===== src/rtl/wpns_ram.sv =====
// Generic single-write, single-read RAM with registered read.
// No dependencies.
module wpns_ram #(
  parameter int WIDTH = 8,
  parameter int DEPTH = 64
) (
  input  logic                                   clk_i,
  input  logic                                   we_i,
  input  logic [((DEPTH > 1) ? $clog2(DEPTH) : 1)-1:0] waddr_i,
  input  logic [WIDTH-1:0]                       wdata_i,
  input  logic                                   re_i,
  input  logic [((DEPTH > 1) ? $clog2(DEPTH) : 1)-1:0] raddr_i,
  output logic [WIDTH-1:0]                       rdata_o
);
  logic [WIDTH-1:0] mem_q [DEPTH];

  always_ff @(posedge clk_i) begin
    if (we_i) begin
      mem_q[waddr_i] <= wdata_i;
    end
    if (re_i) begin
      rdata_o <= mem_q[raddr_i];
    end
  end
endmodule


===== config.mk =====
export PLATFORM = sky130hd
export DESIGN_NAME = wpns_ram
export DESIGN_NICKNAME = d
export VERILOG_FILES = /design/src/rtl/wpns_ram.sv
export SDC_FILE = /design/constraint.sdc
export NUM_CORES = 1
export LEC_CHECK = 0
export BUFFER_PORTS_ARGS = -buffer_cell sky130_fd_sc_hd__buf_2
export CORE_ASPECT_RATIO = 0.7
export CORE_MARGIN = 2
export CORE_UTILIZATION = 55
export CTS_CLUSTER_DIAMETER = 30
export DETAILED_ROUTE_END_ITERATION = 6
export PLACE_DENSITY = 0.68
export SLEW_MARGIN = 20
export SYNTH_ARGS = -nofsm -noshare
export SYNTH_HDL_FRONTEND = slang
export SYNTH_SLANG_ARGS = --single-unit

===== constraint.sdc =====
create_clock -name clk_i -period 4.9 [get_ports clk_i]
set_clock_uncertainty 0.2 [all_clocks]
set_input_delay 0.245 -clock clk_i [delete_from_list [all_inputs] [get_ports clk_i]]
set_output_delay 0.245 -clock clk_i [all_outputs]
set_load 0.1 [all_outputs]

# Word-level counts from Yosys, hierarchy flattened

Memories as Yosys holds them, arrays and structs flattened. A register that Yosys moved wholly into a read port is not among the register bits.
Cells that the tools add are included.

Flip-flop bits (word level): 0
Bits in latches: 0
RAM bits: 512
ROM bits: 0
Bits of input ports: 23
Output and inout port bits: 8
Word-level logic and storage cells: 3
Memories kept: 1

$add $sub $neg: 0
$mul: 0
Div/mod/pow operators: 0
Magnitude comparators: 0
Equal/unequal tests: 0
Shifts and indexed selects: 0
Muxes and demuxes: 2
Bitwise logic cells: 0
Reductions and logical operators: 0

Memories:

| name  | words | bits a word | rd ports | clocked after Yosys merged registers in | write ports | RTL line | RTL |
|---|---|---|---|---|---|---|---|
| mem_q | 64    | 8           | 1        | 1                                       | 1           | 15       | `logic [WIDTH-1:0] mem_q [DEPTH];` |

Operators by type and width:

| cell   | count |
|---|---|
| $mux 1 | 2 |

# Depth between registers and ports, before layout

Depth in word-level cells: 2
Gate-level depth with buffers: 9
Gate-level depth less buffers: 5

# Least setup slack after synthesis

No wires, ideal clock.

Path kind: input port to flip-flop
Start: input raddr_i[1] in the netlist's numbering
End: register rdata_o[3] (read register of mem_q), data pin
Setup time: 0.266 ns
Arrival: 1.785 ns
Required time: 4.434 ns
Setup slack: 2.649 ns
Cell stages on the path: 7
Buffers on the path: 3
Cell sequence: buf_4 buf_2 buf_2 mux4_2 mux4_2 o21ai_1 o41ai_1

RTL lines:

| element         | RTL line | RTL |
|---|---|---|
| start, declared | 12       | `input logic [((DEPTH > 1) ? $clog2(DEPTH) : 1)-1:0] raddr_i,` |
| end, declared   | 13       | `output logic [WIDTH-1:0] rdata_o` |

==> flow_metrics.tcl <==
set metrics [dict create \
    outcome "completed" \
    wirelength_mm 45.3 \
    p_per_area_mw_per_mm2 456 \
    grt_pass1_vias 9970 \
    end_kind "flop" \
    viasPerCell 6.38 \
    cts_tree "done" \
    ys_ff_latch 520 \
    synth.distinct_cells 39 \
    leakage_uw 0.00739 \
    fmax_mhz 371 \
    cts_made_buffers 74 \
    die-width_um 233 \
    fin_crit_ns 2.69 \
    regArea_mm2 0.0156 \
    setup_tns_ns 0 \
    nets 1042 \
    postPlaceCellArea_mm2 0.0209 \
    htreeDepth 3 \
    insertion_delay_ns 0.60 \
    required_ns 5.02 \
    layout_common_cells "edfxtp_1 (520), mux4_2 (126), nor2_1 (83), clkbuf_16 (75), buf_2 (26)" \
    p_seq_frac 0.465 \
    min_path_type "input port to flop" \
    cts_buffer_depth 3 \
    dr.first_iter.drc_count 1379 \
    setup_violations 0 \
    die_area_mm2 0.0384 \
    grt_use_total 0.249 \
    cts_root_buffer "clkbuf_16" \
    syn_area_mm2 0.0202 \
    hold_violations 0 \
    core-area_mm2 0.0361 \
    clk_transition_reported_paths_ns 0.05 \
    synthCells 940 \
    swShare 0.221 \
    critical-path-slowest-cell "clkbuf_8" \
    power_uw 10600 \
    die_y_um 165 \
    relSlewSlack 0.218 \
    initial_core_util 0.561 \
    drcViolationCount 0 \
    path_cells "clkbuf_8, buf_4, buf_4, mux4_2, nand2_1, o2111ai_1, nand2_1, o2bb2ai_1" \
    grt_pass1_wl_mm 66.9 \
    fillers 2358 \
    holdWs_ns 0.0373 \
    drv_slew 0 \
    drive_gt1_frac 0.291 \
    io_pins 31 \
    tightest_slew_ns 1.17 \
    ys_async_sr_fraction 0 \
    synth_edf_count 520 \
    avgSynthCellArea_um2 21.5 \
    ctsResizeCount 0 \
    synth.net_count 963 \
    wl_per_cell_um 29.1 \
    final_area_mm2 0.0234 \
    dp_cells 1419 \
    seq_area_frac_synth 0.771 \
    fin_cells 1558 \
    gp_congestion 0.791 \
    p_clk_frac 0.489 \
    p_switching_uw 2360 \
    port_buffers 30 \
    first_pass_iters 5 \
    synthToLayoutAreaGrowth_pct 15.4 \
    routed-via-count 9943 \
    min_period_over_period 0.550 \
    max_stage_delay_ns 0.69 \
    yosysWarnings 0 \
    start_kind "input port" \
    ant_nets 0 \
    cap_violations 0 \
    power.internal_uw 8290 \
    final_common_cell "edfxtp_1" \
    grt-ovfl-total 0 \
    crit_type "input port to flop" \
    grt_max_degree 84 \
    antenna_found_initial 0 \
    peakVddDrop_v 0.000331 \
    antenna_cells 0 \
    clkSinkCount 520 \
    cp_max_fo 83 \
    rows 58 \
    synth_ff_type "edfxtp_1" \
    multi_input_area_mm2 0.00432 \
    p_comb_frac 0.046 \
    rsz0062_at_grt "false" \
    place_hpwl_mm 26.7 \
    critPathArrivalTime_ns 2.82 \
]
## flip-flops by register name, indices dropped and copies added, names as in the netlist
register  count
rdata_o       8
mem_q       512
## per-stage QoR
step | util | setup WS (ns)
CTS | 0.648 | 2.22
finish | 0.648 | 2.21
floorplan | - | 2.65
global route | 0.648 | 2.02
global placement | 0.578 | 1.59
detailed placement | 0.578 | 1.60
## cell usage after synthesis, types with 6 or more instances
| library cell | count | area (um^2) |
|---|---|---|
| a221oi_1 | 6 | 52.6 |
| buf_2 | 11 | 55.1 |
| buf_4 | 13 | 97.6 |
| clkbuf_1 | 17 | 63.8 |
| edfxtp_1 | 520 | 15600 |
| mux2_2 | 13 | 146 |
| mux2i_1 | 23 | 230 |
| mux4_2 | 126 | 2840 |
| nand2_1 | 19 | 71.3 |
| nand2b_1 | 7 | 43.8 |
| nand3_1 | 13 | 65.1 |
| nor2_1 | 83 | 312 |
| nor2b_1 | 14 | 87.6 |
| nor3_1 | 7 | 35.0 |
| o221ai_1 | 8 | 70.1 |
| o22ai_1 | 8 | 50.1 |
## routing by layer
metal / share of wire / global-route usage / routed length (um)
met3: 0.10 / 0.0708 / 4750
met5: 0 / 0 / 0
met4: 0.022 / 0.0712 / 982
met1: 0.43 / 0.381 / 19500
met2: 0.44 / 0.354 / 20100
## power groups by stage
stage / combinational (uW) / clock (uW) / sequential, uW
CTS: 498 / 5260 / 4950
floorplan: 263 / 0 / 5080
global route: 525 / 5460 / 4950
finish: 495 / 5200 / 4950
detailed placement: 494 / 0 / 5040
global placement: 488 / 0 / 5040
## worst paths after layout
kind              slack, ns                      to                    from  cells past startpoint
hold reg to reg        0.71    rdata_o[0]$_DFFE_PP_  mem_q[34][0]$_DFFE_PP_                      4
setup reg to reg       2.46    rdata_o[6]$_DFFE_PP_  mem_q[24][6]$_DFFE_PP_                      5
setup / recovery       2.21    rdata_o[1]$_DFFE_PP_              raddr_i[0]                      8
hold / removal         0.04  mem_q[19][6]$_DFFE_PP_              wdata_i[6]                      1
## cell type report
class / count / share of cell area
flip-flops and latches: 520 / 0.668
clock buffers: 82 / 0.0815
clock inverters: 53 / 0.0239
multi-input cells: 369 / 0.185
repair buffers: 54 / 0.0158
well taps: 480 / 0.0257
## worst max-delay path: cells and delay by family
kind,cells,cell delay [ns]
buffers and inverters,3,1.35
multiplexers,1,0.53
AND/OR/NAND/NOR,2,0.25
AO/OA/AOI/OAI,2,0.35
## cells by family after synthesis
family,after synthesis,synth area share
flip-flops,520,0.771
multiplexers,162,0.159
AND/OR/NAND/NOR,153,0.0337
AO/OA/AOI/OAI,54,0.0206
buffers and inverters,51,0.0156
## repair_timing
item                                   4_1_cts  5_1_grt
endpoints found under the hold margin       29        0
hold buffers                                 4        0
setup buffers                                0        0
Power figures use the tool's default switching activity.
