<file path="config.mk">
export PLATFORM = sky130hd
export DESIGN_NAME = wpns_cordic_cell
export DESIGN_NICKNAME = d
export VERILOG_FILES = /design/src/rtl/wpns_pkg.sv /design/src/rtl/wpns_cordic_cell.sv
export SDC_FILE = /design/constraint.sdc
export NUM_CORES = 1
export LEC_CHECK = 0
export BUFFER_PORTS_ARGS = -buffer_cell sky130_fd_sc_hd__buf_4
export CAP_MARGIN = 20
export CORE_MARGIN = 4
export CORE_UTILIZATION = 49
export CTS_CLUSTER_DIAMETER = 30
export CTS_CLUSTER_SIZE = 25
export DETAILED_ROUTE_END_ITERATION = 12
export PLACE_DENSITY = 0.78
export SYNTH_ARGS = -nofsm -noshare
export SYNTH_HDL_FRONTEND = slang
export SYNTH_SLANG_ARGS = --single-unit
export TNS_END_PERCENT = 50
</file>
<file path="constraint.sdc">
create_clock -name clk_i -period 1.2 [get_ports clk_i]
set_clock_uncertainty 0.2 [all_clocks]
set_input_delay 0.12 -clock clk_i [delete_from_list [all_inputs] [get_ports clk_i]]
set_output_delay 0.12 -clock clk_i [all_outputs]
set_load 0.03 [all_outputs]
</file>
<file path="src/rtl/wpns_pkg.sv">
// Shared types, constants and the CORDIC arctangent table for the pose search core.
// No dependencies.
package wpns_pkg;

  localparam int MAX_POSES_DEF    = 64;
  localparam int CORDIC_STEPS_DEF = 14;

  localparam int IDX_W = 6;
  localparam int XY_W  = 16;
  localparam int HD_W  = 15;
  localparam int WT_W  = 16;
  localparam int CX_W  = 28;   // CORDIC x/y datapath
  localparam int CZ_W  = 20;   // CORDIC angle, Q.16 radians
  localparam int DSQ_W = 35;   // dx^2 + dy^2, unsigned integer (Q35.0)
  localparam int DIST_W = 40;
  localparam int SQ_W  = 38;   // (b*w)^2 >> 24

  localparam int HALF_PI_Q16 = 102944;
  localparam int PI_Q12      = 12868;
  localparam int TWO_PI_Q12  = 25736;

  localparam logic [WT_W-1:0] ANGLE_WEIGHT_RST = 16'd256;

  typedef enum logic [1:0] {
    CMD_CLEAR   = 2'd0,
    CMD_APPEND  = 2'd1,
    CMD_NEAREST = 2'd2,
    CMD_RADIUS  = 2'd3
  } cmd_e;

  // per-slot tag that rides alongside the datapath
  typedef struct packed {
    logic                    valid;
    logic                    last;
    logic [IDX_W-1:0]        idx;
    logic                    zero;
    logic signed [HD_W-1:0]  heading;
    logic [DSQ_W-1:0]        dsq;
  } side_t;

  typedef struct packed {
    side_t                   side;
    logic signed [CX_W-1:0]  x;
    logic signed [CX_W-1:0]  y;
    logic signed [CZ_W-1:0]  z;
  } cordic_t;

  typedef struct packed {
    logic [IDX_W-1:0] idx;
    logic             found;
    logic             full;
    logic             last;
  } result_t;

  function automatic logic signed [CZ_W-1:0] atan_q16(input int i);
    logic signed [CZ_W-1:0] a;
    case (i)
      0:  a = 20'sd51472;
      1:  a = 20'sd30385;
      2:  a = 20'sd16055;
      3:  a = 20'sd8150;
      4:  a = 20'sd4091;
      5:  a = 20'sd2047;
      6:  a = 20'sd1024;
      7:  a = 20'sd512;
      8:  a = 20'sd256;
      9:  a = 20'sd128;
      10: a = 20'sd64;
      11: a = 20'sd32;
      12: a = 20'sd16;
      13: a = 20'sd8;
      14: a = 20'sd4;
      15: a = 20'sd2;
      16: a = 20'sd1;
      17: a = 20'sd1;
      default: a = '0;
    endcase
    return a;
  endfunction

endpackage

</file>
<file path="src/rtl/wpns_cordic_cell.sv">
// One CORDIC vectoring step; cells are chained, each handing its result on every cycle that en_i is high.
// Depends on wpns_pkg.
module wpns_cordic_cell #(
  parameter int STEP = 0
) (
  input  logic              clk_i,
  input  logic              rst_ni,
  input  logic              en_i,
  input  wpns_pkg::cordic_t cell_i,
  output wpns_pkg::cordic_t cell_o
);
  wpns_pkg::cordic_t cell_d, cell_q;
  logic signed [wpns_pkg::CX_W-1:0] xs, ys;

  always_comb begin
    xs = cell_i.x >>> STEP;
    ys = cell_i.y >>> STEP;
    cell_d = cell_i;
    if (cell_i.y >= 0) begin
      cell_d.x = cell_i.x + ys;
      cell_d.y = cell_i.y - xs;
      cell_d.z = cell_i.z + wpns_pkg::atan_q16(STEP);
    end else begin
      cell_d.x = cell_i.x - ys;
      cell_d.y = cell_i.y + xs;
      cell_d.z = cell_i.z - wpns_pkg::atan_q16(STEP);
    end
  end

  always_ff @(posedge clk_i or negedge rst_ni) begin
    if (!rst_ni) begin
      cell_q <= '0;
    end else if (en_i) begin
      cell_q <= cell_d;
    end
  end

  assign cell_o = cell_q;
endmodule

</file>
==> results.ini, run 1 <==
[global_route]
grt.overflow.total=82
grt_usage_pct=70.26
grt_max_degree=41

[outcome]
lastStage=global routing (5_1_grt)
status=did not finish
error=[ERROR GRT-0232] Routing congestion too high. Check the congestion heatmap in the GUI.

[yosys]
synth_top_area_share_pct=33.30
ys_ff_latch=134
ys.flop_type=dfrtp_1
ys_top_cells_by_count=134 x dfrtp_1, 132 x a21oi_1, 113 x nor2_1, 87 x inv_1, 86 x mux2_2
synth_nets=1358
syn_area_sq_um=10070
async_flop_share_pct=100.0
ys_top_cells_by_area=dfrtp_1 33%, ha_1 11%, mux2_2 9.6%
yosysSeqAreaShare_pct=33.30
synthesis.yosys.warnings=0
synth_edf_count=0
synth_cells=1132
syn_area_per_cell_sq_um=8.895
synth_top_area_cell=dfrtp_1
synthDistinctLibCells=78
synth_most_common_cell=dfrtp_1

[die]
chipWidth_um=151.4
die-height_um=151.4
ios=273
rows=52
start_util_pct=49.77

[clocking]
cts_root_buffer=clkbuf_16
htreeDepth=4
cts.sink_count=134
numCtsBuffers=17
cts_buffer_depth=2

[sta]
worstEndpointType=register data pin
crit_endpoint=cell_o[44]$_DFFE_PN0P_/D

[placed_design]
detailed_place_hpwl_mm=29.11
gp_congestion=0.9746
io_buffers=272

-- per-stage QoR --
step | setup WS, ns | hold WS [ns] | TNS, ns | std cells | area [sq um]
2_1_floorplan | -1.555 | -0.3756 | -76.42 | 1132 | 10700
3_3_place_gp | -1.600 | -0.2094 | -82.13 | 1905 | 14930
3_5_place_dp | -1.676 | -0.2123 | -86.00 | 1905 | 14930
4_1_cts | -1.155 | -0.3014 | -65.25 | 2070 | 17950
-- metal layers --
metal	global-route usage, %	GRT overflow
met4	70.76	36
met3	55.63	1
met2	88.84	45
met5	16.14	0
met1	67.98	0
-- timing repair --
action / 4_1_cts
setup endpoints to repair: 202
hold endpoints to repair: 213
buffers inserted: 75
gates resized for setup: 279
hold buffers: 72
pin swaps: 127
-- cell families after synthesis --
logic type / share of synthesized area, %
flops: 33.30
xor+xnor: 5.393
compound gates: 19.97
simple gates: 13.00
buf+inv: 6.324
fa+ha+maj: 11.16
mux: 10.86
==> run 2, diff against run 1 <==
--- a/config.mk
+++ b/config.mk
@@ -8,11 +8,9 @@
 export BUFFER_PORTS_ARGS = -buffer_cell sky130_fd_sc_hd__buf_4
 export CAP_MARGIN = 20
 export CORE_MARGIN = 4
-export CORE_UTILIZATION = 49
-export CTS_CLUSTER_DIAMETER = 30
-export CTS_CLUSTER_SIZE = 25
+export CORE_UTILIZATION = 35
 export DETAILED_ROUTE_END_ITERATION = 12
-export PLACE_DENSITY = 0.78
+export PLACE_DENSITY_LB_ADDON = 0.15
 export SYNTH_ARGS = -nofsm -noshare
 export SYNTH_HDL_FRONTEND = slang
 export SYNTH_SLANG_ARGS = --single-unit
==> constraint.sdc (replaced) <==
create_clock -name clk_i -period 1.56 [get_ports clk_i]
set_clock_uncertainty 0.2 [all_clocks]
set_input_delay 0.156 -clock clk_i [delete_from_list [all_inputs] [get_ports clk_i]]
set_output_delay 0.156 -clock clk_i [all_outputs]
set_load 0.03 [all_outputs]
==> run 2 against run 1 <==
Compared with the run above: the flow now finishes, with violations (negative hold slack, negative setup slack); area after synthesis unchanged; synthesized cell count did not move.
==> results.ini, run 2 <==
[outcome]
status=finished with violations
violations=negative hold slack, negative setup slack

[drt]
vias=10670
ant_nets=0
post-route-drc-count=0
dr.first_iter.drc_count=633
firstDrtPassIters=5
routed_via_density=4.982
wl_per_cell_um=17.82
routed_wl_mm=38.17

[yosys]
synth-compound-area-share_pct=19.97
syn_area_sq_um=10070
syn_area_per_cell_sq_um=8.895
synth-xor-area-share_pct=5.393
synth_edf_count=0
synthesis.yosys.warnings=0
synth_cells=1132
ys_top_cells_by_area=dfrtp_1 33%, ha_1 11%, mux2_2 9.6%
synthDistinctLibCells=78
async_flop_share_pct=100.0
synthMuxAreaShare_pct=10.86
synth_nets=1358
synth_most_common_cell=dfrtp_1
ys_ff_latch=134
synth_top_area_cell=dfrtp_1
synth_top_family_by_area=compound AO/OA/AOI/OAI gates
yosys.area_share.simple_pct=13.00
ys.flop_type=dfrtp_1
yosysSeqAreaShare_pct=33.30
synthAdderAreaFrac_pct=11.16
ys_top_cells_by_count=134 x dfrtp_1, 132 x a21oi_1, 113 x nor2_1, 87 x inv_1, 86 x mux2_2
synth_top_area_share_pct=33.30

[die]
die-height_um=177.6
coreArea_sq_um=28090
rows=61
start_util_pct=35.85
ios=273
chipWidth_um=177.6
die-area_sq_um=31550

[sta]
relSlewSlack_pct=63.91
period_minus_slack_ns=2.397
tns_ns=-33.07
tightest_slew_ns=0.5414
finalHoldViolations=1
slew_violations=0
max_freq_mhz=417.2
timing.hold.ws_ns=-0.005538
min_period_over_period_pct=153.7
finalSetupViolCount=56
post-route-worst-setup-slack_ns=-0.8370
rsz0062_at_grt=true

[clocking]
cts_root_buffer=clkbuf_16
numCtsBuffers=17
htreeDepth=4
clock_latency_ns=0.43
cts_buffer_depth=2
clkTransAtPathRegs_ns=0.08
cts.sink_count=134
cts_tree=yes

[cells_and_area]
diodes=0
fin_nets=1977
layout_commonest_cell=buf_4
postLayoutCellArea_sq_um=17600
largest_reg_flops=134
fin_cells=2142
n_fill_cell=2341
syn2layout_area_growth_pct=74.81
layout_common_cells=546 x buf_4, 134 x dfrtp_1, 107 x a21oi_1
drive_gt1_share_pct=50.96

[worst_setup_path]
rrSetupSlack_ns=0.25
worstPathArrival_ns=2.51
reg2reg_to=cell_o[74]
r2r_start=cell_o[74]
worstSetupPathType=input pin to register
path_max_fanout=4
cp-end-kind=register
required_ns=1.67
rr_worst_depth=2
cp-start-kind=input pin

[global_route]
grt_max_degree=52
grt_pass1_vias=11190
grt_usage_pct=23.57
grt.overflow.total=0
antenna_found_initial=0
grt_pass1_wl_mm=59.20

[placed_design]
detailed_place_hpwl_mm=28.43
gp_congestion=0.9048
io_buffers=272
postPlaceCellArea_sq_um=15050
dpl.cell_count=2003

[run]
cap_violations=0

[power_and_ir_drop]
irDropWorstVdd_v=0.0006055
leakage_nw=8.150
p_per_area_nw_per_um2=901.7

[min_path]
hold_path_class=input pin to async pin

-- run 2: cell counts after synthesis --
Identical to the previous run, type by type.
-- run 2: logic make-up after synthesis --
group	after synthesis
buffers and inverters	156
AO/OA/AOI/OAI	320
flip-flops	134
adder cells (fa/ha/maj)	88
multiplexers	98
AND/OR/NAND/NOR	274
XOR/XNOR	62
-- run 2: worst max-delay path by stage --
stage / end / slack [ns] / startpoint
floorplan: cell_o[18] / -1.23 / cell_i[47]
global placement: cell_o[74] / -1.38 / cell_i[48]
detailed placement: cell_o[74] / -1.45 / cell_i[20]
CTS: cell_o[68] / -0.82 / cell_i[21]
global route: cell_o[72] / -0.94 / cell_i[48]
finish: cell_o[74] / -0.84 / cell_i[20]
-- run 2: where the power goes --
part           internal (mW)  switching [mW]  total (mW)
clock                   2.31            1.98        4.28
sequential              4.02           0.330        4.35
combinational           3.38            3.86        7.24
-- run 2: cell type report --
class                      instances  area (sq um)  share of cell area (%)
inverter                          90         381.6                   2.168
clock buffer                      17         425.4                   2.417
sequential                       134          3353                   19.05
tap                              378         473.0                   2.687
timing repair buffer             666          5469                   31.07
multi-input combinational        842          7321                   41.59
clock inverter                    15         180.2                   1.024
-- run 2: critical path: stages --
cell and delay [ns]:
buf_8 0.08, ha_4 0.13, inv_2 0.04, fa_2 0.37
o21bai_4 0.16, a21oi_4 0.09, o32ai_4 0.24, a211oi_4 0.12
a211oi_4 0.34, a21oi_2 0.11, o31ai_2 0.23, a2111oi_1 0.13
or3_1 0.31
-- run 2: timing repair --
action,in CTS,in global routing
setup buffers,24,11
hold endpoints to repair,210,0
setup endpoints to repair,57,57
hold buffers,76,0
gates resized for setup,161,33
gates cloned,0,0
pin swaps,100,42
-- run 2: per-stage QoR --
stage	power (mW)	utilization (%)	hold WS (ns)	setup slack (ns)
final	15.87	62.67	-0.005538	-0.8370
after global routing	16.66	62.67	0.01541	-0.9356
after CTS	15.82	61.87	0.005919	-0.8160
after detailed placement	10.83	53.58	-0.1046	-1.446
after global placement	10.78	53.58	-0.1016	-1.380
after floorplan	7.923	-	-0.3396	-1.233
-- run 2: layer usage --
layer	part of all wire, %	wire length, um	track usage (%)
met1	43	16460	29.23
met2	49	18800	42.02
met3	5.7	2160	4.580
met4	2.0	746	5.994
met5	0	0	0
No activity file was read; power rests on OpenSTA's default activity.
==> run 3, diff against run 2 <==
--- a/config.mk
+++ b/config.mk
@@ -11,6 +11,7 @@
 export CORE_UTILIZATION = 35
 export DETAILED_ROUTE_END_ITERATION = 12
 export PLACE_DENSITY_LB_ADDON = 0.15
+export RECOVER_POWER = 100
 export SYNTH_ARGS = -nofsm -noshare
 export SYNTH_HDL_FRONTEND = slang
 export SYNTH_SLANG_ARGS = --single-unit
==> run 3 against run 2 <==
Compared with the run above: the run ends with negative setup slack left; wire length fell by 0.15%; setup slack got worse by 0.0022 ns; die area did not move; final cell count did not move; sequential cell count did not move; critical path depth rose by 1; core utilization fell by 0.17 points; clock power barely moved; power fell by 0.13%; hold slack improved by 0.024 ns; register-to-register slack barely moved; maximum frequency barely moved; largest power group unchanged.
==> results.ini, run 3 (synthesis results as in run 2) <==
[worst_setup_path]
critPathMaxStageDelay_ns=0.36
critPathTopFamily=compound AO/OA/AOI/OAI gates
worstSetupPathType=input pin to register
cp-start-kind=input pin
worstPathArrival_ns=2.51
cpMostUsedCell=buf_4
cp-end-kind=register
required_ns=1.68
critPathBufInv=5
path_cells=buf_4 -> inv_2 -> ha_4 -> buf_6 -> buf_4 -> nand3_1 -> o211ai_1 -> nor2_1 -> a21oi_2 -> a21oi_1 -> o41ai_2 -> buf_4 -> a22o_1 -> or3_1
slowest_stage=a21oi_1
path_max_fanout=6

[clocking]
cts_buffer_depth=2
cts_root_buffer=clkbuf_16
cts.sink_count=134
clkTransAtPathRegs_ns=0.08
cts_tree=yes
numCtsBuffers=17
clock_latency_ns=0.42
htreeDepth=4

[sta]
timing.hold.ws_ns=0.01812
relSlewSlack_pct=27.86
period_minus_slack_ns=2.399
rsz0062_at_grt=true
slew_violations=0
finalHoldViolations=0
min_period_over_period_pct=153.8
tightest_slew_ns=1.082
max_freq_mhz=416.8
finalSetupViolCount=57
post-route-worst-setup-slack_ns=-0.8392

[power_and_ir_drop]
intPower_mw=9.697
irDropWorstVdd_v=0.0006036
clock_power_share_pct=27.0
p_sw_mw=6.154
power.total_mw=15.85
p_comb_share_pct=45.5
p_per_area_nw_per_um2=903.0
leakage_nw=8.117
p_sw_share_pct=38.83
seqPwrFrac_pct=27.5

[drt]
post-route-drc-count=0
vias=10700
firstDrtPassIters=5
routed_wl_mm=38.11
wl_per_cell_um=17.79
dr.first_iter.drc_count=632
ant_nets=0
routed_via_density=4.997

[cells_and_area]
fin_cells=2142
fin_nets=1977
syn2layout_area_growth_pct=74.33
layout_commonest_cell=buf_4
multi_input_area_sq_um=7308
largest_reg_flops=134
n_fill_cell=2356
layout_common_cells=529 x buf_4, 134 x dfrtp_1, 107 x a21oi_1
fin_util_pct=62.50
diodes=0
drive_gt1_share_pct=50.51
regArea_sq_um=3353

[global_route]
grt_max_degree=52
grt_pass1_wl_mm=59.20
grt_usage_pct=23.57
grt_pass1_vias=11190
grt.overflow.total=0
antenna_found_initial=0

[die]
rows=61
chipWidth_um=177.6
start_util_pct=35.85
die-height_um=177.6
die-area_sq_um=31550
ios=273
coreArea_sq_um=28090

[min_path]
hold_path_class=input pin to register

[run]
cap_violations=0

[outcome]
violations=negative setup slack
status=finished with violations

[placed_design]
place_ws_ns=-1.446
dpl.cell_count=2003
gp_congestion=0.9048
detailed_place_hpwl_mm=28.43
io_buffers=272

[run 3: stage by stage]
stage	setup TNS, ns	area [sq um]
final	-33.17	17550
after global placement	-60.54	15050
after global routing	-41.13	17550
after CTS	-29.97	17380
after floorplan	-40.91	10680
after detailed placement	-62.66	15050
[run 3: cell type report]
class,instances,share of cell area [%]
Timing Repair Buffer,666,30.95
Multi-Input combinational cell,842,41.63
Tap cell,378,2.694
Clock inverter,15,1.026
Clock buffer,17,2.423
Inverter,90,2.174
Sequential cell,134,19.10
[run 3: worst paths after layout]
path / from / slack, ns / to / cells past startpoint
hold / removal: cell_i[10] / 0.02 / cell_o[10] / 4
hold reg to reg: cell_o[4] / 0.30 / cell_o[4] / 2
setup / recovery: cell_i[28] / -0.84 / cell_o[74] / 14
max in group asynchronous: rst_ni / 0.12 / cell_o[11] / 3
min in group asynchronous: rst_ni / 0.25 / cell_o[101] / 2
setup reg to reg: cell_o[74] / 0.25 / cell_o[74] / 2
[run 3: routing by layer]
metal	vias up	routed length, um	GRT usage (%)
li1	5219	-	-
met1	5117	16410	29.23
met2	315	18850	42.02
met3	53	2102	4.580
met4	0	744	5.994
met5	-	0	0
[run 3: what timing repair did]
item / 4_1_cts / 5_1_grt
resized for setup: 161 / 33
setup buffers: 24 / 11
hold buffers: 76 / 0
endpoints found under the setup margin: 57 / 57
hold endpoints to repair: 210 / 0
pin swaps: 100 / 42
[run 3: worst register-to-register path, stage by stage (launching register included)]
cell and delay (ns):
dfrtp_1 0.43, a22o_1 0.24, or3_1 0.33
[run 3: power by group through the flow]
| stage | sequential [mW] | clock (mW) | combinational, mW |
|---|---|---|---|
| 2_1_floorplan | 5.48 | 0 | 2.45 |
| 3_3_place_gp | 4.40 | 0 | 6.38 |
| 3_5_place_dp | 4.41 | 0 | 6.41 |
| 4_1_cts | 4.35 | 4.38 | 7.09 |
| 5_1_grt | 4.42 | 4.52 | 7.69 |
| 6_report | 4.36 | 4.28 | 7.21 |
